<file path="src/design/tcs_pkg.sv">
// Package for the tilt cursor selector: widths, codes, register layout and
// the item-to-ASCII lookup. No dependencies; every other file uses it.
package tcs_pkg;

  localparam int MAX_TEXT  = 63;
  localparam int TEXT_AW   = $clog2(MAX_TEXT);
  localparam int CNT_W     = $clog2(MAX_TEXT + 1);
  localparam int TIME_BITS = 48;
  localparam int LVL_W     = 15;
  localparam int DLY_W     = 24;
  localparam int ACC_W     = 16;
  localparam int CUR_W     = 7;
  localparam int CHAR_W    = 7;
  localparam int POS_W     = 6;
  localparam int CFG_AW    = 3;
  localparam int CFG_DW    = 24;

  localparam logic [CUR_W-1:0] IDX_LAST   = 7'd97;
  localparam logic [CUR_W-1:0] IDX_DEL    = 7'd95;
  localparam logic [CUR_W-1:0] IDX_OK     = 7'd96;
  localparam logic [CUR_W-1:0] IDX_CANCEL = 7'd97;
  localparam logic [CUR_W-1:0] CURSOR_RST = 7'd3;

  localparam logic [LVL_W-1:0] SIDE_START_RST = 15'd1147;
  localparam logic [LVL_W-1:0] SIDE_STOP_RST  = 15'd737;
  localparam logic [LVL_W-1:0] FWD_START_RST  = 15'd1966;
  localparam logic [LVL_W-1:0] FWD_STOP_RST   = 15'd1311;
  localparam logic [DLY_W-1:0] FIRST_DLY_RST  = 24'd450000;
  localparam logic [DLY_W-1:0] REPEAT_RST     = 24'd200000;

  typedef enum logic [1:0] {
    REQ_TILT     = 2'd0,
    REQ_ACTIVATE = 2'd1,
    REQ_READ     = 2'd2,
    REQ_NOP      = 2'd3
  } req_t;

  typedef enum logic [1:0] {
    ACT_NONE   = 2'd0,
    ACT_TEXT   = 2'd1,
    ACT_OK     = 2'd2,
    ACT_CANCEL = 2'd3
  } action_t;

  typedef enum logic [1:0] {
    DIR_NONE  = 2'd0,
    DIR_PLUS  = 2'd1,
    DIR_MINUS = 2'd2
  } dir_t;

  typedef enum logic [CFG_AW-1:0] {
    CFG_SIDE_START = 3'd0,
    CFG_SIDE_STOP  = 3'd1,
    CFG_FWD_START  = 3'd2,
    CFG_FWD_STOP   = 3'd3,
    CFG_FIRST_DLY  = 3'd4,
    CFG_REPEAT     = 3'd5
  } cfg_idx_t;

  typedef struct packed {
    logic [LVL_W-1:0] side_start;
    logic [LVL_W-1:0] side_stop;
    logic [LVL_W-1:0] fwd_start;
    logic [LVL_W-1:0] fwd_stop;
    logic [DLY_W-1:0] first_delay;
    logic [DLY_W-1:0] repeat_period;
  } cfg_t;

  typedef struct packed {
    logic             moved;
    logic [CUR_W-1:0] cursor;
  } tilt_res_t;

  typedef struct packed {
    action_t           action;
    logic [CNT_W-1:0]  text_length;
    logic [CHAR_W-1:0] char_code;
  } text_res_t;

  // Symbols for items 62 to 94, in ASCII
  localparam logic [CHAR_W-1:0] SYM_TABLE [0:32] = '{
    7'd32, 7'd33, 7'd34, 7'd35, 7'd36, 7'd37, 7'd38, 7'd39,
    7'd40, 7'd41, 7'd42, 7'd43, 7'd44, 7'd45, 7'd46, 7'd47,
    7'd58, 7'd59, 7'd60, 7'd61, 7'd62, 7'd63, 7'd64, 7'd91,
    7'd92, 7'd93, 7'd94, 7'd95, 7'd96, 7'd123, 7'd124, 7'd125,
    7'd126
  };

  // Hysteresis compare with strict bounds: plus above +lvl, minus below -lvl
  function automatic dir_t axis_dir(input logic signed [ACC_W-1:0] a,
                                    input logic [LVL_W-1:0] lvl);
    logic signed [ACC_W:0] ax;
    logic signed [ACC_W:0] lp;
    ax = {a[ACC_W-1], a};
    lp = {2'b00, lvl};
    if (ax > lp) begin
      return DIR_PLUS;
    end else if (ax < -lp) begin
      return DIR_MINUS;
    end
    return DIR_NONE;
  endfunction

  function automatic logic [CHAR_W-1:0] item_code(input logic [CUR_W-1:0] idx);
    logic [CUR_W-1:0] sym;
    sym = idx - 7'd62;
    if (idx < 7'd26) begin
      return idx + 7'd97;
    end else if (idx < 7'd52) begin
      return idx + 7'd39;
    end else if (idx < 7'd62) begin
      return idx - 7'd4;
    end else if (idx < 7'd95) begin
      return SYM_TABLE[sym[5:0]];
    end
    return '0;
  endfunction

endpackage

</file>
<file path="src/design/tcs_if.sv">
// Channel interfaces of the tilt cursor selector: request, result and
// register write. Depends on tcs_pkg for the field widths.
interface tcs_in_if;
  logic                                 valid;
  logic                                 ready;
  logic [1:0]                           req_type;
  logic signed [tcs_pkg::ACC_W-1:0]     side_accel;
  logic signed [tcs_pkg::ACC_W-1:0]     fwd_accel;
  logic [tcs_pkg::TIME_BITS-1:0]        now_us;
  logic [tcs_pkg::POS_W-1:0]            read_position;

  modport source (output valid, req_type, side_accel, fwd_accel, now_us, read_position,
                  input ready);
  modport sink (input valid, req_type, side_accel, fwd_accel, now_us, read_position,
                output ready);
endinterface

interface tcs_out_if;
  logic                          valid;
  logic                          ready;
  logic                          moved;
  logic [tcs_pkg::CUR_W-1:0]     cursor_index;
  logic [1:0]                    action;
  logic [tcs_pkg::CNT_W-1:0]     text_length;
  logic [tcs_pkg::CHAR_W-1:0]    char_code;

  modport source (output valid, moved, cursor_index, action, text_length, char_code,
                  input ready);
  modport sink (input valid, moved, cursor_index, action, text_length, char_code,
                output ready);
endinterface

interface tcs_cfg_if;
  logic                          valid;
  logic                          ready;
  logic [tcs_pkg::CFG_AW-1:0]    reg_index;
  logic [tcs_pkg::CFG_DW-1:0]    wr_data;

  modport source (output valid, reg_index, wr_data, input ready);
  modport sink (input valid, reg_index, wr_data, output ready);
endinterface

</file>
<file path="src/design/tcs_cfg_regs.sv">
// Configuration register bank: tilt levels and repeat timing.
// Depends on tcs_pkg and tcs_cfg_if.
module tcs_cfg_regs (
  input  logic              clk,
  input  logic              rst_n,
  tcs_cfg_if.sink           cfg_if,
  output tcs_pkg::cfg_t     cfg
);

  tcs_pkg::cfg_t cfg_r;

  assign cfg_if.ready = 1'b1;
  assign cfg = cfg_r;

  always_ff @(posedge clk) begin
    if (!rst_n) begin
      cfg_r.side_start    <= tcs_pkg::SIDE_START_RST;
      cfg_r.side_stop     <= tcs_pkg::SIDE_STOP_RST;
      cfg_r.fwd_start     <= tcs_pkg::FWD_START_RST;
      cfg_r.fwd_stop      <= tcs_pkg::FWD_STOP_RST;
      cfg_r.first_delay   <= tcs_pkg::FIRST_DLY_RST;
      cfg_r.repeat_period <= tcs_pkg::REPEAT_RST;
    end else if (cfg_if.valid) begin
      unique case (tcs_pkg::cfg_idx_t'(cfg_if.reg_index))
        tcs_pkg::CFG_SIDE_START: cfg_r.side_start <= cfg_if.wr_data[tcs_pkg::LVL_W-1:0];
        tcs_pkg::CFG_SIDE_STOP:  cfg_r.side_stop  <= cfg_if.wr_data[tcs_pkg::LVL_W-1:0];
        tcs_pkg::CFG_FWD_START:  cfg_r.fwd_start  <= cfg_if.wr_data[tcs_pkg::LVL_W-1:0];
        tcs_pkg::CFG_FWD_STOP:   cfg_r.fwd_stop   <= cfg_if.wr_data[tcs_pkg::LVL_W-1:0];
        tcs_pkg::CFG_FIRST_DLY:  cfg_r.first_delay   <= cfg_if.wr_data[tcs_pkg::DLY_W-1:0];
        tcs_pkg::CFG_REPEAT:     cfg_r.repeat_period <= cfg_if.wr_data[tcs_pkg::DLY_W-1:0];
        default: ;
      endcase
    end
  end

endmodule

</file>
<file path="src/design/tcs_tilt.sv">
// Tilt unit: hysteresis on both axes, jump to OK/DEL, typematic cursor steps.
// Holds the cursor and axis state. Depends on tcs_pkg.
module tcs_tilt (
  input  logic                                 clk,
  input  logic                                 rst_n,
  input  logic                                 step_en,
  input  logic signed [tcs_pkg::ACC_W-1:0]     side_accel,
  input  logic signed [tcs_pkg::ACC_W-1:0]     fwd_accel,
  input  logic [tcs_pkg::TIME_BITS-1:0]        now_us,
  input  tcs_pkg::cfg_t                        cfg,
  output tcs_pkg::tilt_res_t                   res,
  output logic [tcs_pkg::CUR_W-1:0]            cursor_cur
);

  logic [tcs_pkg::CUR_W-1:0]     cursor_r, cursor_nxt;
  tcs_pkg::dir_t                 fwd_dir_r, fwd_dir_nxt;
  tcs_pkg::dir_t                 side_dir_r, side_dir_nxt;
  logic [tcs_pkg::TIME_BITS-1:0] next_step_r, next_step_nxt;

  tcs_pkg::dir_t                 fwd_v;
  tcs_pkg::dir_t                 side_raw;
  tcs_pkg::dir_t                 side_d;
  logic [tcs_pkg::TIME_BITS-1:0] due_first;
  logic [tcs_pkg::TIME_BITS-1:0] due_repeat;
  logic [tcs_pkg::CUR_W-1:0]     cursor_inc;
  logic [tcs_pkg::CUR_W-1:0]     cursor_dec;
  logic                          step;
  logic                          moved;

  assign fwd_v = tcs_pkg::axis_dir(fwd_accel, (fwd_dir_r != tcs_pkg::DIR_NONE) ?
                                   cfg.fwd_stop : cfg.fwd_start);
  assign side_raw = tcs_pkg::axis_dir(side_accel, (side_dir_r != tcs_pkg::DIR_NONE) ?
                                      cfg.side_stop : cfg.side_start);
  // Positive sideways tilt moves towards lower indices
  assign side_d = (side_raw == tcs_pkg::DIR_PLUS)  ? tcs_pkg::DIR_MINUS :
                  (side_raw == tcs_pkg::DIR_MINUS) ? tcs_pkg::DIR_PLUS  : tcs_pkg::DIR_NONE;

  assign due_first  = now_us + {{(tcs_pkg::TIME_BITS-tcs_pkg::DLY_W){1'b0}}, cfg.first_delay};
  assign due_repeat = now_us + {{(tcs_pkg::TIME_BITS-tcs_pkg::DLY_W){1'b0}}, cfg.repeat_period};
  assign cursor_inc = (cursor_r == tcs_pkg::IDX_LAST) ? '0 : cursor_r + 7'd1;
  assign cursor_dec = (cursor_r == '0) ? tcs_pkg::IDX_LAST : cursor_r - 7'd1;

  always_comb begin
    cursor_nxt    = cursor_r;
    fwd_dir_nxt   = fwd_dir_r;
    side_dir_nxt  = side_dir_r;
    next_step_nxt = next_step_r;
    moved         = 1'b0;
    step          = 1'b0;
    if (fwd_v != tcs_pkg::DIR_NONE) begin
      side_dir_nxt  = tcs_pkg::DIR_NONE;
      next_step_nxt = '0;
      if (fwd_v != fwd_dir_r) begin
        fwd_dir_nxt = fwd_v;
        cursor_nxt  = (fwd_v == tcs_pkg::DIR_PLUS) ? tcs_pkg::IDX_OK : tcs_pkg::IDX_DEL;
        moved       = 1'b1;
      end
    end else begin
      fwd_dir_nxt = tcs_pkg::DIR_NONE;
      if (side_d == tcs_pkg::DIR_NONE) begin
        side_dir_nxt  = tcs_pkg::DIR_NONE;
        next_step_nxt = '0;
      end else if (side_d != side_dir_r) begin
        side_dir_nxt  = side_d;
        next_step_nxt = due_first;
        step          = 1'b1;
      end else if (!(now_us < next_step_r)) begin
        next_step_nxt = due_repeat;
        step          = 1'b1;
      end
      if (step) begin
        cursor_nxt = (side_d == tcs_pkg::DIR_PLUS) ? cursor_inc : cursor_dec;
        moved      = 1'b1;
      end
    end
  end

  always_ff @(posedge clk) begin
    if (!rst_n) begin
      cursor_r    <= tcs_pkg::CURSOR_RST;
      fwd_dir_r   <= tcs_pkg::DIR_NONE;
      side_dir_r  <= tcs_pkg::DIR_NONE;
      next_step_r <= '0;
    end else if (step_en) begin
      cursor_r    <= cursor_nxt;
      fwd_dir_r   <= fwd_dir_nxt;
      side_dir_r  <= side_dir_nxt;
      next_step_r <= next_step_nxt;
    end
  end

  assign res.moved  = moved;
  assign res.cursor = cursor_nxt;
  assign cursor_cur = cursor_r;

endmodule

</file>
<file path="src/design/tcs_text.sv">
// Text buffer: activate handling (append, delete, OK, CANCEL) and reads.
// Holds the character memory and the fill count. Depends on tcs_pkg.
module tcs_text (
  input  logic                                clk,
  input  logic                                rst_n,
  input  logic                                rd_issue,
  input  logic [tcs_pkg::POS_W-1:0]           rd_addr,
  input  logic                                step_en,
  input  tcs_pkg::req_t                       req,
  input  logic [tcs_pkg::CUR_W-1:0]           cursor,
  input  logic [tcs_pkg::POS_W-1:0]           pos,
  output tcs_pkg::text_res_t                  res
);

  logic [tcs_pkg::CHAR_W-1:0]  text_mem [tcs_pkg::MAX_TEXT];
  logic [tcs_pkg::CNT_W-1:0]   count_r, count_nxt;
  logic [tcs_pkg::CHAR_W-1:0]  rd_q_r;
  logic                        fwd_hit_r;
  logic [tcs_pkg::CHAR_W-1:0]  fwd_data_r;

  logic [tcs_pkg::TEXT_AW-1:0] wr_addr;
  logic [tcs_pkg::TEXT_AW-1:0] rd_idx;
  logic                        rd_ok;
  logic                        wr_en;
  logic [tcs_pkg::CHAR_W-1:0]  ch;
  logic [tcs_pkg::CHAR_W-1:0]  rd_data;
  tcs_pkg::action_t            action;

  assign wr_addr = count_r[tcs_pkg::TEXT_AW-1:0];
  assign rd_idx  = rd_addr[tcs_pkg::TEXT_AW-1:0];
  assign rd_ok   = rd_addr < tcs_pkg::POS_W'(tcs_pkg::MAX_TEXT);
  // A write in the cycle of the read address is not yet in the array
  assign rd_data = fwd_hit_r ? fwd_data_r : rd_q_r;

  always_comb begin
    action    = tcs_pkg::ACT_NONE;
    ch        = '0;
    count_nxt = count_r;
    wr_en     = 1'b0;
    unique case (req)
      tcs_pkg::REQ_ACTIVATE: begin
        priority if (cursor == tcs_pkg::IDX_OK) begin
          action = tcs_pkg::ACT_OK;
        end else if (cursor == tcs_pkg::IDX_CANCEL) begin
          action = tcs_pkg::ACT_CANCEL;
        end else if (cursor == tcs_pkg::IDX_DEL) begin
          action = tcs_pkg::ACT_TEXT;
          if (count_r != '0) begin
            count_nxt = count_r - tcs_pkg::CNT_W'(1);
          end
        end else begin
          action = tcs_pkg::ACT_TEXT;
          if (count_r < tcs_pkg::CNT_W'(tcs_pkg::MAX_TEXT)) begin
            ch        = tcs_pkg::item_code(cursor);
            wr_en     = 1'b1;
            count_nxt = count_r + tcs_pkg::CNT_W'(1);
          end
        end
      end
      tcs_pkg::REQ_READ: begin
        if (pos < count_r) begin
          ch = rd_data;
        end
      end
      tcs_pkg::REQ_TILT, tcs_pkg::REQ_NOP: ;
    endcase
  end

  always_ff @(posedge clk) begin
    if (step_en && wr_en) begin
      text_mem[wr_addr] <= ch;
    end
    if (rd_issue && rd_ok) begin
      rd_q_r <= text_mem[rd_idx];
    end
    if (rd_issue) begin
      fwd_hit_r  <= step_en && wr_en && (wr_addr == rd_idx);
      fwd_data_r <= ch;
    end
  end

  always_ff @(posedge clk) begin
    if (!rst_n) begin
      count_r <= '0;
    end else if (step_en) begin
      count_r <= count_nxt;
    end
  end

  assign res.action      = action;
  assign res.text_length = count_nxt;
  assign res.char_code   = ch;

endmodule

</file>
<file path="src/design/tilt_cursor_selector.sv">
// Channel   | Dir | Content
// in_if     | in  | req_type, side_accel, fwd_accel, now_us, read_position
// out_if    | out | moved, cursor_index, action, text_length, char_code
// cfg_if    | in  | reg_index, wr_data (levels and repeat timing)
//
// One request per clock while the result side is not stalled: input register, one
// pass of compare/update logic, then the result register that drives out_if.
// The text memory read is issued on the input transfer and registered.
// Synchronous active-low reset: cursor 3, no tilt direction, empty text.
// A stalled result holds; a new request is still taken while the input
// register is free or moving into the result register.
module tilt_cursor_selector (
  input  logic       clk,
  input  logic       rst_n,
  tcs_in_if.sink     in_if,
  tcs_out_if.source  out_if,
  tcs_cfg_if.sink    cfg_if
);

  tcs_pkg::cfg_t       cfg;
  tcs_pkg::tilt_res_t  tilt_res;
  tcs_pkg::text_res_t  text_res;
  logic [tcs_pkg::CUR_W-1:0] tilt_cur;

  logic                                 s1_v_r;
  tcs_pkg::req_t                        s1_req_r;
  logic signed [tcs_pkg::ACC_W-1:0]     s1_side_r;
  logic signed [tcs_pkg::ACC_W-1:0]     s1_fwd_r;
  logic [tcs_pkg::TIME_BITS-1:0]        s1_now_r;
  logic [tcs_pkg::POS_W-1:0]            s1_pos_r;

  logic                                 out_v_r;
  logic                                 out_moved_r;
  logic [tcs_pkg::CUR_W-1:0]            out_cursor_r;
  tcs_pkg::action_t                     out_action_r;
  logic [tcs_pkg::CNT_W-1:0]            out_len_r;
  logic [tcs_pkg::CHAR_W-1:0]           out_char_r;

  logic in_xfer;
  logic s1_adv;
  logic s1_tilt;
  logic tilt_moved;
  logic [tcs_pkg::CUR_W-1:0] cursor_sel;

  assign s1_adv  = s1_v_r && (!out_v_r || out_if.ready);
  assign in_if.ready = !s1_v_r || s1_adv;
  assign in_xfer = in_if.valid && in_if.ready;
  assign s1_tilt = s1_req_r == tcs_pkg::REQ_TILT;

  tcs_cfg_regs u_cfg (
    .clk    (clk),
    .rst_n  (rst_n),
    .cfg_if (cfg_if),
    .cfg    (cfg)
  );

  tcs_tilt u_tilt (
    .clk        (clk),
    .rst_n      (rst_n),
    .step_en    (s1_adv && s1_tilt),
    .side_accel (s1_side_r),
    .fwd_accel  (s1_fwd_r),
    .now_us     (s1_now_r),
    .cfg        (cfg),
    .res        (tilt_res),
    .cursor_cur (tilt_cur)
  );

  tcs_text u_text (
    .clk      (clk),
    .rst_n    (rst_n),
    .rd_issue (in_xfer),
    .rd_addr  (in_if.read_position),
    .step_en  (s1_adv),
    .req      (s1_req_r),
    .cursor   (tilt_cur),
    .pos      (s1_pos_r),
    .res      (text_res)
  );

  assign tilt_moved = s1_tilt && tilt_res.moved;
  assign cursor_sel = s1_tilt ? tilt_res.cursor : tilt_cur;

  always_ff @(posedge clk) begin
    if (!rst_n) begin
      s1_v_r <= 1'b0;
    end else if (in_if.ready) begin
      s1_v_r <= in_if.valid;
    end
  end

  always_ff @(posedge clk) begin
    if (in_xfer) begin
      s1_req_r  <= tcs_pkg::req_t'(in_if.req_type);
      s1_side_r <= in_if.side_accel;
      s1_fwd_r  <= in_if.fwd_accel;
      s1_now_r  <= in_if.now_us;
      s1_pos_r  <= in_if.read_position;
    end
  end

  always_ff @(posedge clk) begin
    if (!rst_n) begin
      out_v_r <= 1'b0;
    end else if (s1_adv) begin
      out_v_r <= 1'b1;
    end else if (out_if.ready) begin
      out_v_r <= 1'b0;
    end
  end

  always_ff @(posedge clk) begin
    if (s1_adv) begin
      out_moved_r  <= tilt_moved;
      out_cursor_r <= cursor_sel;
      out_action_r <= text_res.action;
      out_len_r    <= text_res.text_length;
      out_char_r   <= text_res.char_code;
    end
  end

  assign out_if.valid        = out_v_r;
  assign out_if.moved        = out_moved_r;
  assign out_if.cursor_index = out_cursor_r;
  assign out_if.action       = out_action_r;
  assign out_if.text_length  = out_len_r;
  assign out_if.char_code    = out_char_r;

  a_adv_fills_out: assert property (@(posedge clk) disable iff (!rst_n)
    s1_adv |=> out_v_r)
    else $error("advanced request did not reach the result register");

  a_moved_only_tilt: assert property (@(posedge clk) disable iff (!rst_n)
    (s1_adv && tilt_moved) |-> (s1_req_r == tcs_pkg::REQ_TILT))
    else $error("cursor reported moved on a non-tilt request");

  a_action_only_activate: assert property (@(posedge clk) disable iff (!rst_n)
    (s1_adv && text_res.action != tcs_pkg::ACT_NONE) |-> (s1_req_r == tcs_pkg::REQ_ACTIVATE))
    else $error("action reported on a non-activate request");

  a_cursor_held: assert property (@(posedge clk) disable iff (!rst_n)
    (s1_adv && !s1_tilt) |=> $stable(tilt_cur))
    else $error("cursor changed on a non-tilt request");

endmodule

</file>
<file path="src/flat_wrapper.sv">
// flat-port wrapper written by rule: the top's interface ports become plain ports
module tilt_cursor_selector_flat 
  (clk, rst_n, in_if_valid, in_if_req_type, in_if_side_accel, in_if_fwd_accel, in_if_now_us, in_if_read_position, in_if_ready, out_if_valid, out_if_moved, out_if_cursor_index, out_if_action, out_if_text_length, out_if_char_code, out_if_ready, cfg_if_valid, cfg_if_reg_index, cfg_if_wr_data, cfg_if_ready);
  tcs_in_if in_if_i ();
  tcs_out_if out_if_i ();
  tcs_cfg_if cfg_if_i ();
  input  logic clk;
  input  logic rst_n;
  input wire logic [$bits(in_if_i.valid)-1:0] in_if_valid;
  input wire logic [$bits(in_if_i.req_type)-1:0] in_if_req_type;
  input wire logic [$bits(in_if_i.side_accel)-1:0] in_if_side_accel;
  input wire logic [$bits(in_if_i.fwd_accel)-1:0] in_if_fwd_accel;
  input wire logic [$bits(in_if_i.now_us)-1:0] in_if_now_us;
  input wire logic [$bits(in_if_i.read_position)-1:0] in_if_read_position;
  output wire logic [$bits(in_if_i.ready)-1:0] in_if_ready;
  output wire logic [$bits(out_if_i.valid)-1:0] out_if_valid;
  output wire logic [$bits(out_if_i.moved)-1:0] out_if_moved;
  output wire logic [$bits(out_if_i.cursor_index)-1:0] out_if_cursor_index;
  output wire logic [$bits(out_if_i.action)-1:0] out_if_action;
  output wire logic [$bits(out_if_i.text_length)-1:0] out_if_text_length;
  output wire logic [$bits(out_if_i.char_code)-1:0] out_if_char_code;
  input wire logic [$bits(out_if_i.ready)-1:0] out_if_ready;
  input wire logic [$bits(cfg_if_i.valid)-1:0] cfg_if_valid;
  input wire logic [$bits(cfg_if_i.reg_index)-1:0] cfg_if_reg_index;
  input wire logic [$bits(cfg_if_i.wr_data)-1:0] cfg_if_wr_data;
  output wire logic [$bits(cfg_if_i.ready)-1:0] cfg_if_ready;
  assign in_if_i.valid = in_if_valid;
  assign in_if_i.req_type = in_if_req_type;
  assign in_if_i.side_accel = in_if_side_accel;
  assign in_if_i.fwd_accel = in_if_fwd_accel;
  assign in_if_i.now_us = in_if_now_us;
  assign in_if_i.read_position = in_if_read_position;
  assign in_if_ready = in_if_i.ready;
  assign out_if_valid = out_if_i.valid;
  assign out_if_moved = out_if_i.moved;
  assign out_if_cursor_index = out_if_i.cursor_index;
  assign out_if_action = out_if_i.action;
  assign out_if_text_length = out_if_i.text_length;
  assign out_if_char_code = out_if_i.char_code;
  assign out_if_i.ready = out_if_ready;
  assign cfg_if_i.valid = cfg_if_valid;
  assign cfg_if_i.reg_index = cfg_if_reg_index;
  assign cfg_if_i.wr_data = cfg_if_wr_data;
  assign cfg_if_ready = cfg_if_i.ready;
  tilt_cursor_selector u_core (.clk(clk), .rst_n(rst_n), .in_if(in_if_i), .out_if(out_if_i), .cfg_if(cfg_if_i));
endmodule
</file>
<file path="config.mk">
export PLATFORM = sky130hd
export DESIGN_NAME = tilt_cursor_selector_flat
export DESIGN_NICKNAME = d
export VERILOG_FILES = /design/src/design/tcs_pkg.sv /design/src/design/tcs_if.sv /design/src/design/tcs_cfg_regs.sv /design/src/design/tcs_tilt.sv /design/src/design/tcs_text.sv /design/src/design/tilt_cursor_selector.sv /design/src/flat_wrapper.sv
export SDC_FILE = /design/constraint.sdc
export NUM_CORES = 1
export LEC_CHECK = 0
export BUFFER_PORTS_ARGS = -buffer_cell sky130_fd_sc_hd__buf_2
export CORE_UTILIZATION = 52
export CTS_CLUSTER_SIZE = 25
export DETAILED_ROUTE_END_ITERATION = 7
export GPL_TIMING_DRIVEN = 0
export PLACE_DENSITY = 0.83
export REMOVE_ABC_BUFFERS = 1
export SLEW_MARGIN = 10
export SYNTH_ARGS = -nofsm -noshare
export SYNTH_HDL_FRONTEND = slang
export SYNTH_SLANG_ARGS = --single-unit
export TNS_END_PERCENT = 100
</file>
<file path="constraint.sdc">
create_clock -name clk -period 7.4 [get_ports clk]
set_input_delay 0.37 -clock clk [delete_from_list [all_inputs] [get_ports clk]]
set_output_delay 0.37 -clock clk [all_outputs]
set_load 0.005 [all_outputs]
</file>
==> impl_metrics.toml <==
[die]
ios = 146
die_h_um = 259.8
coreArea_um2 = 65750
die-area_um2 = 67470
start_util = 0.5255
row_count = 94
die_w_um = 259.8

[routing]
drtIter0Drc = 2281
routed_wl_um = 86850
ant_nets = 0
drc = 0
dr.pass1.iters = 7
num_vias = 23501
viasPerCell = 6.193
wl_per_cell_um = 22.89

[layout]
n_antenna_cell = 0
drive_gt1_frac = 0.1737
area_delta_synth_final_pct = 15.55
num-nets-final = 3150
layout_common_cells = "567 x edfxtp_1, 342 x nand2_1, 175 x a21oi_1"
mostFrequentLayoutCell = "edfxtp_1"

[placed_design]
place_congestion = 0.9590
dp_hpwl_um = 57550
dp_slack_ps = -2152
io_buffers = 144

[sta]
final_hold_viol_count = 0
layout_setup_ws_ps = 225.4
clock_skew_ps = 37.46
rsz0062_at_grt = "yes"
relSlewSlack = 0.1758
worst_pin_slew_ps = 1236
max_freq_ghz = 0.1394
min_period_over_period = 0.9695
slew_viol_final = 0
layout_min_cycle_time_ps = 7175
finalSetupViolations = 0

[cts]
cts_root_buffer = "clkbuf_16"
cts_made_buffers = 77
cts_tree = "built"
cts_sinks = 742
worstSkewPairLatency_ps = 640
clk_pin_slew_worst_paths_ps = 60
clockBufferDepth = 3
h-tree-depth = 3

[hold_path]
hp-class = "in2reg"
hold_start = "cfg_if_wr_data[21]"

[logic_synthesis]
syn_inst = 2648
synth_edf_count = 567
avgSynthCellArea_um2 = 13.05
yosysUniqueCellTypes = 82
async_flop_share = 0
yosysSeqAreaShare = 0.5943
ys_top_cells_by_area = "edfxtp_1 49%, dfxtp_1 10%, mux4_2 9.1%, ha_1 5.8%, nand2_1 3.7%"
ys_ff_latch = 742
ys_warn_count = 0
yosysTopAreaCell = "edfxtp_1"
syn_area_um2 = 34550
synth_top_area_frac = 0.4928
synthFlopType = "edfxtp_1"

[worst_setup_path]
worstSetupStartpoint = "u_core.u_tilt.side_dir_r[0]"
worstPathArrival_ps = 7710
r2r-start = "u_core.u_tilt.side_dir_r[0]"
cp-end-kind = "register"
cp-start-kind = "register"
path_max_fanout = 15
crit_type = "reg2reg"
worstPathRequired_ps = 7940

[power]
total_power_uw = 9297
p_leak_uw = 0.01429
power_density_nw_per_um2 = 232.9
peakVddDrop_mv = 0.2112

[global_route]
overflow = 0
grt_pass1_wl_um = 132500
grt_max_degree = 76
grt_use_total = 0.2561
first_global_vias = 23502
antenna_found_initial = 2

[job]
cap_viol_max_count = 0

[run_status]
status = "finished clean"
## layer usage
metal	track usage	vias to the layer above	share of wire
li1	-	10479	-
met1	0.3190	11638	0.38
met2	0.4382	1163	0.50
met3	0.04669	219	0.078
met4	0.1077	2	0.041
met5	0	-	0.00012
## cells by family after synthesis
| kind of cell | synth area share |
|---|---|
| AO/OA/AOI/OAI | 0.08460 |
| XOR/XNOR | 0.02054 |
| adder cells (fa/ha/maj) | 0.05853 |
| buffers and inverters | 0.02441 |
| flip-flops | 0.5943 |
| multiplexers | 0.1133 |
| other | 0.0001085 |
| AND/OR/NAND/NOR | 0.1043 |
## registers in the layout (all words and copies together), names as in the netlist, 6 cells and up
| signal | count |
|---|---|
| u_core.u_tilt.cursor_cur | 7 |
| u_core.u_tilt.next_step_r | 48 |
| u_core.out_if.text_length | 6 |
| u_core.s1_fwd_r | 16 |
| u_core.u_text.text_mem | 441 |
| u_core.out_if.cursor_index | 7 |
| u_core.s1_pos_r | 6 |
| u_core.u_text.fwd_data_r | 7 |
| u_core.s1_now_r | 48 |
| u_core.u_text.rd_q_r | 7 |
| u_core.u_text.count_r | 6 |
| u_core.out_if.char_code | 7 |
| u_core.s1_side_r | 16 |
| u_core.u_cfg.cfg | 108 |
## cell type report
class | instances | area (um^2)
fill | 4731 | 25830
sequential | 742 | 20540
multi-input combinational | 1693 | 13360
timing repair buffer | 261 | 2082
clock buffer | 95 | 2071
tap | 864 | 1081
clock inverter | 46 | 429.2
inverter | 94 | 355.3
## cell usage after synthesis (all sizes together), types with 12 or more instances
master	number
nor2	158
a22o	14
and3	16
inv	92
clkbuf	79
and2	24
nand3	93
mux4	139
ha	160
o21ai	66
edfxtp	567
nor2b	20
a21oi	177
dfxtp	175
buf	42
nand4	43
a221o	13
xnor2	46
mux2	25
o21a	17
nor3	27
a21o	31
mux2i	50
a211oi	17
nand2	343
o211ai	12
xor2	35
## worst max-delay path: stages (launching register included)
cell       delay, ps
dfxtp_4          380
nor2_4           200
buf_4            300
mux2i_1          360
nand2_1          190
nor3_4           270
and4_1           250
nand2_1           80
nor2_1           150
ha_1             280
a211oi_1         270
mux2i_1          140
a41o_1           290
or4_4            570
o221ai_4         110
o31a_2           300
mux2_2           360
ha_1             220
a211o_1          360
a211oi_4         290
o21ai_2          130
a211o_1          320
a2111oi_1        400
nor3_1           160
mux2i_1          140
or4_1            420
a21oi_1          140
## report_power, final
| group | switching, uW | internal (uW) |
|---|---|---|
| Combinational | 485 | 357 |
| Sequential | 60.3 | 4550 |
| Clock | 1660 | 2190 |
| Total | 2200 | 7100 |
## per-stage QoR
step	cells	utilization	cell area (um^2)	hold slack (ps)	TNS (ps)
after CTS	3788	0.6048	39770	0.7667	0
after global routing	3795	0.6072	39920	10.26	-308.2
after detailed placement	3553	0.5517	36270	443.5	-62870
after global placement	3535	0.5454	35860	439.2	-58740
after floorplan	2527	-	34060	427.3	-66.31
final	3795	0.6072	39920	20.35	0
## final timing paths
path / slack [ps] / cells after the start / endpoint
worst max-delay path: 230 / 26 / u_core.u_tilt.next_step_r[23]
worst min register to register: 450 / 2 / u_core.u_tilt.next_step_r[5]
worst max register to register: 230 / 26 / u_core.u_tilt.next_step_r[23]
worst min-delay path: 20 / 3 / u_core.u_cfg.cfg[45]
## repair_timing
| action | CTS | global route |
|---|---|---|
| gates cloned | 1 | 1 |
| endpoints found under the setup margin | 47 | 29 |
| pin swaps | 1 | 4 |
| hold buffers | 90 | 0 |
| endpoints found under the hold margin | 95 | 0 |
| resized for setup | 14 | 14 |
| setup buffers | 3 | 6 |
(Power assumes the default switching activity.)
